File: config.mk
export PLATFORM = sky130hd
export DESIGN_NAME = fnpll_mul_stage
export DESIGN_NICKNAME = d
export VERILOG_FILES = /design/src/design/fractional_n_pll_word_calc_defines.svh /design/src/design/fnpll_pkg.sv /design/src/design/fnpll_mul_stage.sv
export SDC_FILE = /design/constraint.sdc
export NUM_CORES = 1
export LEC_CHECK = 0
export BUFFER_PORTS_ARGS = -buffer_cell sky130_fd_sc_hd__buf_2
export CELL_PAD_IN_SITES_DETAIL_PLACEMENT = 1
export CELL_PAD_IN_SITES_GLOBAL_PLACEMENT = 1
export CORE_UTILIZATION = 42
export CTS_BUF_LIST = sky130_fd_sc_hd__clkbuf_8
export CTS_CLUSTER_DIAMETER = 50
export DETAILED_ROUTE_END_ITERATION = 10
export GPL_TIMING_DRIVEN = 0
export MAX_ROUTING_LAYER = met4
export PLACE_DENSITY = 0.76
export RECOVER_POWER = 25
export SETUP_SLACK_MARGIN = 0.05
export SLEW_MARGIN = 20
export SYNTH_ARGS = -nofsm -noshare
export SYNTH_HDL_FRONTEND = slang
export SYNTH_SLANG_ARGS = --single-unit
File: constraint.sdc
create_clock -name clk -period 1.4 [get_ports clk]
set_input_delay 0.21 -clock clk [delete_from_list [all_inputs] [get_ports clk]]
set_output_delay 0.21 -clock clk [all_outputs]
set_load 0.02 [all_outputs]
File: src/design/fractional_n_pll_word_calc_defines.svh
// ----------------------------------------------------------------------------
// fractional-n pll word calculator assertion macros
// shared property wrappers, clocked on clk and disabled in reset
// ----------------------------------------------------------------------------
`ifndef FRACTIONAL_N_PLL_WORD_CALC_DEFINES_SVH
`define FRACTIONAL_N_PLL_WORD_CALC_DEFINES_SVH

// same-cycle implication
`define FNPLL_ASSERT_NOW(lbl, ante, cons, msg) \
	lbl: assert property (@(posedge clk) disable iff (!arst_n) (ante) |-> (cons)) \
		else $error(msg);

// next-cycle implication
`define FNPLL_ASSERT_NEXT(lbl, ante, cons, msg) \
	lbl: assert property (@(posedge clk) disable iff (!arst_n) (ante) |=> (cons)) \
		else $error(msg);

`endif

File: src/design/fnpll_pkg.sv
// ----------------------------------------------------------------------------
// fnpll_pkg
// widths, constants and stage types of the divider word calculator
// ----------------------------------------------------------------------------
package fnpll_pkg;

	localparam int LO_W       = 33;
	localparam int VCO_W      = 37;
	localparam int REF_W      = 27;
	localparam int FREF_W     = 28;
	localparam int MOD_W      = 23;
	localparam int NUM_W      = FREF_W + MOD_W;
	localparam int INT_W      = 16;
	localparam int FRAC_W     = 24;
	localparam int DIV1_STEPS = VCO_W;
	localparam int DIV2_STEPS = MOD_W;

	localparam logic [MOD_W-1:0] FRAC_MODULUS    = 23'd8388593;
	localparam logic [REF_W-1:0] REF_CLOCK_RESET = 27'd40000000;

	typedef enum logic [1:0] {
		REF_X1   = 2'd0,
		REF_DIV2 = 2'd1,
		REF_DIV4 = 2'd2,
		REF_X2   = 2'd3
	} ref_code_t;

	typedef struct packed {
		logic [FREF_W-1:0] fref;
		logic [FRAC_W-1:0] offset;
		logic              fzero;
		logic              ovf;
		logic [INT_W-1:0]  iword;
	} side_t;

	// rem: partial remainder, num: dividend bits on top, quotient bits below
	typedef struct packed {
		logic [FREF_W-1:0] rem;
		logic [NUM_W-1:0]  num;
		side_t             side;
	} stage_t;

endpackage

File: src/design/fnpll_mul_stage.sv
// ----------------------------------------------------------------------------
// fnpll_mul_stage
// takes the integer quotient, scales the remainder by the fractional modulus
// ----------------------------------------------------------------------------
module fnpll_mul_stage (
	input  logic                clk,
	input  logic                arst_n,
	input  logic                en,
	input  logic                in_valid,
	input  fnpll_pkg::stage_t   in_data,
	output logic                out_valid,
	output fnpll_pkg::stage_t   out_data
);

	logic [fnpll_pkg::NUM_W-1:0] prod;
	fnpll_pkg::stage_t           next_d;
	logic                        valid_q;
	fnpll_pkg::stage_t           data_q;

	assign prod = fnpll_pkg::NUM_W'(in_data.rem) * fnpll_pkg::NUM_W'(fnpll_pkg::FRAC_MODULUS);

	// quotient of rem*M/fref is below M, so the top bits start as the remainder
	always_comb begin
		next_d            = in_data;
		next_d.rem        = prod[fnpll_pkg::NUM_W-1:fnpll_pkg::MOD_W];
		next_d.num        = {prod[fnpll_pkg::MOD_W-1:0],
			{(fnpll_pkg::NUM_W - fnpll_pkg::MOD_W){1'b0}}};
		next_d.side.ovf   = |in_data.num[fnpll_pkg::DIV1_STEPS-1:fnpll_pkg::INT_W];
		next_d.side.iword = in_data.num[fnpll_pkg::INT_W-1:0];
	end

	always_ff @(posedge clk or negedge arst_n) begin
		if (!arst_n) begin
			valid_q <= 1'b0;
		end else if (en) begin
			valid_q <= in_valid;
		end
	end

	always_ff @(posedge clk) begin
		if (en) begin
			data_q <= next_d;
		end
	end

	assign out_valid = valid_q;
	assign out_data  = data_q;

endmodule

==> impl_metrics.yaml <==
setup_path:
  r2r_slack_ns: 0.66
  required_ns: 1.65
  path_class: "in -> reg"
  crit_fanout: 5
  r2r_cells: 1
  r2r-start: "out_valid"
  critPathCaptureType: "register"
  worstSetupStartpointType: "input pin"
  cp.arrival_ns: 6.37
  r2r-end: "out_valid"
cells_and_area:
  drive_gt1_share_pct: 39.5
  area_delta_synth_final_pct: 38.0
  fin_util_pct: 59.0
  antenna_cells: 0
  final_nets: 2313
sta:
  fin_skew_ns: 0
  tightest_slew_ns: 0.920
  final-hold-violation-count: 0
  finalWorstSetupSlack_ns: -4.72
  layout_min_cycle_time_ns: 6.12
  post-route-period-util_pct: 437
  rsz0062_at_grt: "yes"
  drv_slew: 0
  setup_violations: 45
  fmax_ghz: 0.163
  slew_headroom_pct: 38.7
die:
  fp.dieH_um: 190
  io_pins: 303
  core_area_sq_um: 34600
  die-area_sq_um: 36000
  die_w_um: 190
  fp-row-count: 68
  initial_core_util_pct: 42.8
placed_design:
  dpl.hpwl_mm: 34.8
  place_congestion: 0.935
  port_buffers: 243
clock_network:
  cts_buffers: 17
  cts_tree: "done"
  cts.path.max_buffers: 2
  clkSinkCount: 122
  cts-root-buf: "clkbuf_8"
  cts_htree_levels: 4
  clk-insertion-delay-late_ns: 0.49
  clk_pin_slew_ns: 0.09
synth:
  synthTopCellsByArea: "fa_1 (38%), edfxtp_1 (25%), ha_1 (14%), inv_1 (8.7%), a21oi_1 (1.8%)"
  syn_avg_cell_area_sq_um: 11.8
  synth_area_leader_cell: "fa_1"
  synth_common_cells: "inv_1 (345), fa_1 (282), ha_1 (165)"
  yosys_warnings: 0
  syn-cell-area_sq_um: 14800
  seq_area_frac_synth_pct: 24.7
  synth_top_area_share_pct: 38.1
  ys_types: 51
  synthCells: 1252
  synth-edff-count: 121
  async_flop_share_pct: 0.820
  ys_seq_elements: 122
  synth_flop_cell: "edfxtp_1"
  post-synth-top-count-cell: "inv_1"
drt:
  drtPass1Iterations: 7
  detail-route-antenna-nets: 0
  viasPerCell: 5.10
  num_vias: 11100
  wirelength_mm: 50.3
  drt_iter0_drc: 449
  drc: 0
  wl_per_cell_um: 23.1
global_routing:
  grt_start_max_net_pins: 65
  grt_pass1_wl_mm: 71.0
  grt_pass1_vias: 12700
  grt-ovfl-total: 0
  grt_util_all_layers_pct: 27.5
  antenna_found_initial: 0
worst_hold_path:
  hp-class: "in -> reg"
  holdPathStages: 2
  hp-start: "in_data[125]"
  hold_path_end: "out_data[102]"
job:
  cap_violations: 0
run_status:
  failed_checks: "negative setup slack"
  outcome: "finished with violations"
==> registers in the layout, indices dropped and copies added, names as in the netlist <==
name / flops
out_data: 121
out_valid: 1
==> cell type report <==
cell class	count	area [sq um]
buffer	34	254
clock buffer	17	234
clock inverter	15	146
fill	3546	14200
inverter	345	1340
multi-input combinational	770	11100
sequential	122	3660
tap	455	569
timing repair buffer	423	3130
==> worst max-delay path: stages <==
cell and delay, ns:
buf_12 0.11, inv_6 0.04, fa_2 0.67, inv_2 0.07, fa_1 0.53, inv_1 0.07
fa_1 0.49, inv_1 0.05, fa_2 0.58, fa_1 0.45, fa_1 0.51, inv_2 0.05
fa_1 0.51, inv_2 0.05, ha_4 0.31, inv_6 0.06, nor3_4 0.27, nand3_2 0.17
a311oi_4 0.37, nor2_2 0.08, a21o_1 0.21, o31ai_2 0.22, a21oi_1 0.13, xnor2_1 0.14
==> per-stage QoR <==
stage | instances | worst slack [ns] | instance area [sq um] | hold slack [ns] | setup TNS, ns
final | 2181 | -4.72 | 20400 | 0.0663 | -177.28
after floorplan | 1279 | -4.50 | 15200 | -0.0856 | -167.52
after CTS | 2138 | -4.50 | 19600 | 0.0428 | -164.02
after global placement | 1977 | -5.66 | 17000 | -0.0127 | -347.93
after global routing | 2181 | -4.84 | 20400 | 0.0612 | -181.02
after detailed placement | 1978 | -5.70 | 17000 | -0.00701 | -204.22
==> cells in the final DEF, fill, tap and decap left out, types with 15 or more instances in the layout <==
master	instances
inv_1	297
fa_1	219
buf_2	213
edfxtp_1	121
ha_1	117
buf_4	105
dlygate4sd3_1	77
fa_2	63
ha_4	44
buf_6	43
inv_2	40
conb_1	28
a21oi_1	25
xnor2_1	24
a21oi_2	20
a21o_1	19
clkbuf_8	18
xor2_1	18
nand4_1	16
nor2_1	15
nand2_1	15
==> how the worst max path moves through the flow <==
stage | startpoint | cells after the start | to
after floorplan | in_data[138] | 24 | out_data[147]
after global placement | in_data[138] | 22 | out_data[145]
after detailed placement | in_data[138] | 22 | out_data[145]
after CTS | in_data[130] | 23 | out_data[145]
after global routing | in_data[126] | 24 | out_data[145]
final | in_data[126] | 24 | out_data[145]
==> cell families (layout without fill, tap and decap cells) <==
logic type               Yosys count  after routing  share of synthesized area (%)
AND/OR/NAND/NOR                   97             97                           3.13
other                              1             28                         0.0253
buffers and inverters            387            834                           10.6
XOR/XNOR                          48             48                           2.84
flip-flops                       122            122                           24.7
AO/OA/AOI/OAI                    149            149                           6.62
adder cells (fa/ha/maj)          447            447                           52.1
multiplexers                       1              1                         0.0760
==> routing by layer <==
| layer | wire length, um | vias up | global-route usage, % |
|---|---|---|---|
| met3 | 1910 | 169 | 4.11 |
| met1 | 17400 | 5733 | 28.7 |
| met5 | 0 | - | - |
| met4 | 3180 | 0 | 14.1 |
| li1 | - | 4835 | - |
| met2 | 27800 | 377 | 49.9 |
==> repair_timing <==
item                                   CTS  global route
hold buffers                            77             0
buffers inserted                        57            49
setup endpoints to repair               45            46
gates resized for setup                261           137
pin swaps                              107           105
endpoints found under the hold margin   75             0
Power is left out: the tool's default activity adds up to more than one toggle a clock period on the data nets, which glitch-free logic cannot reach.
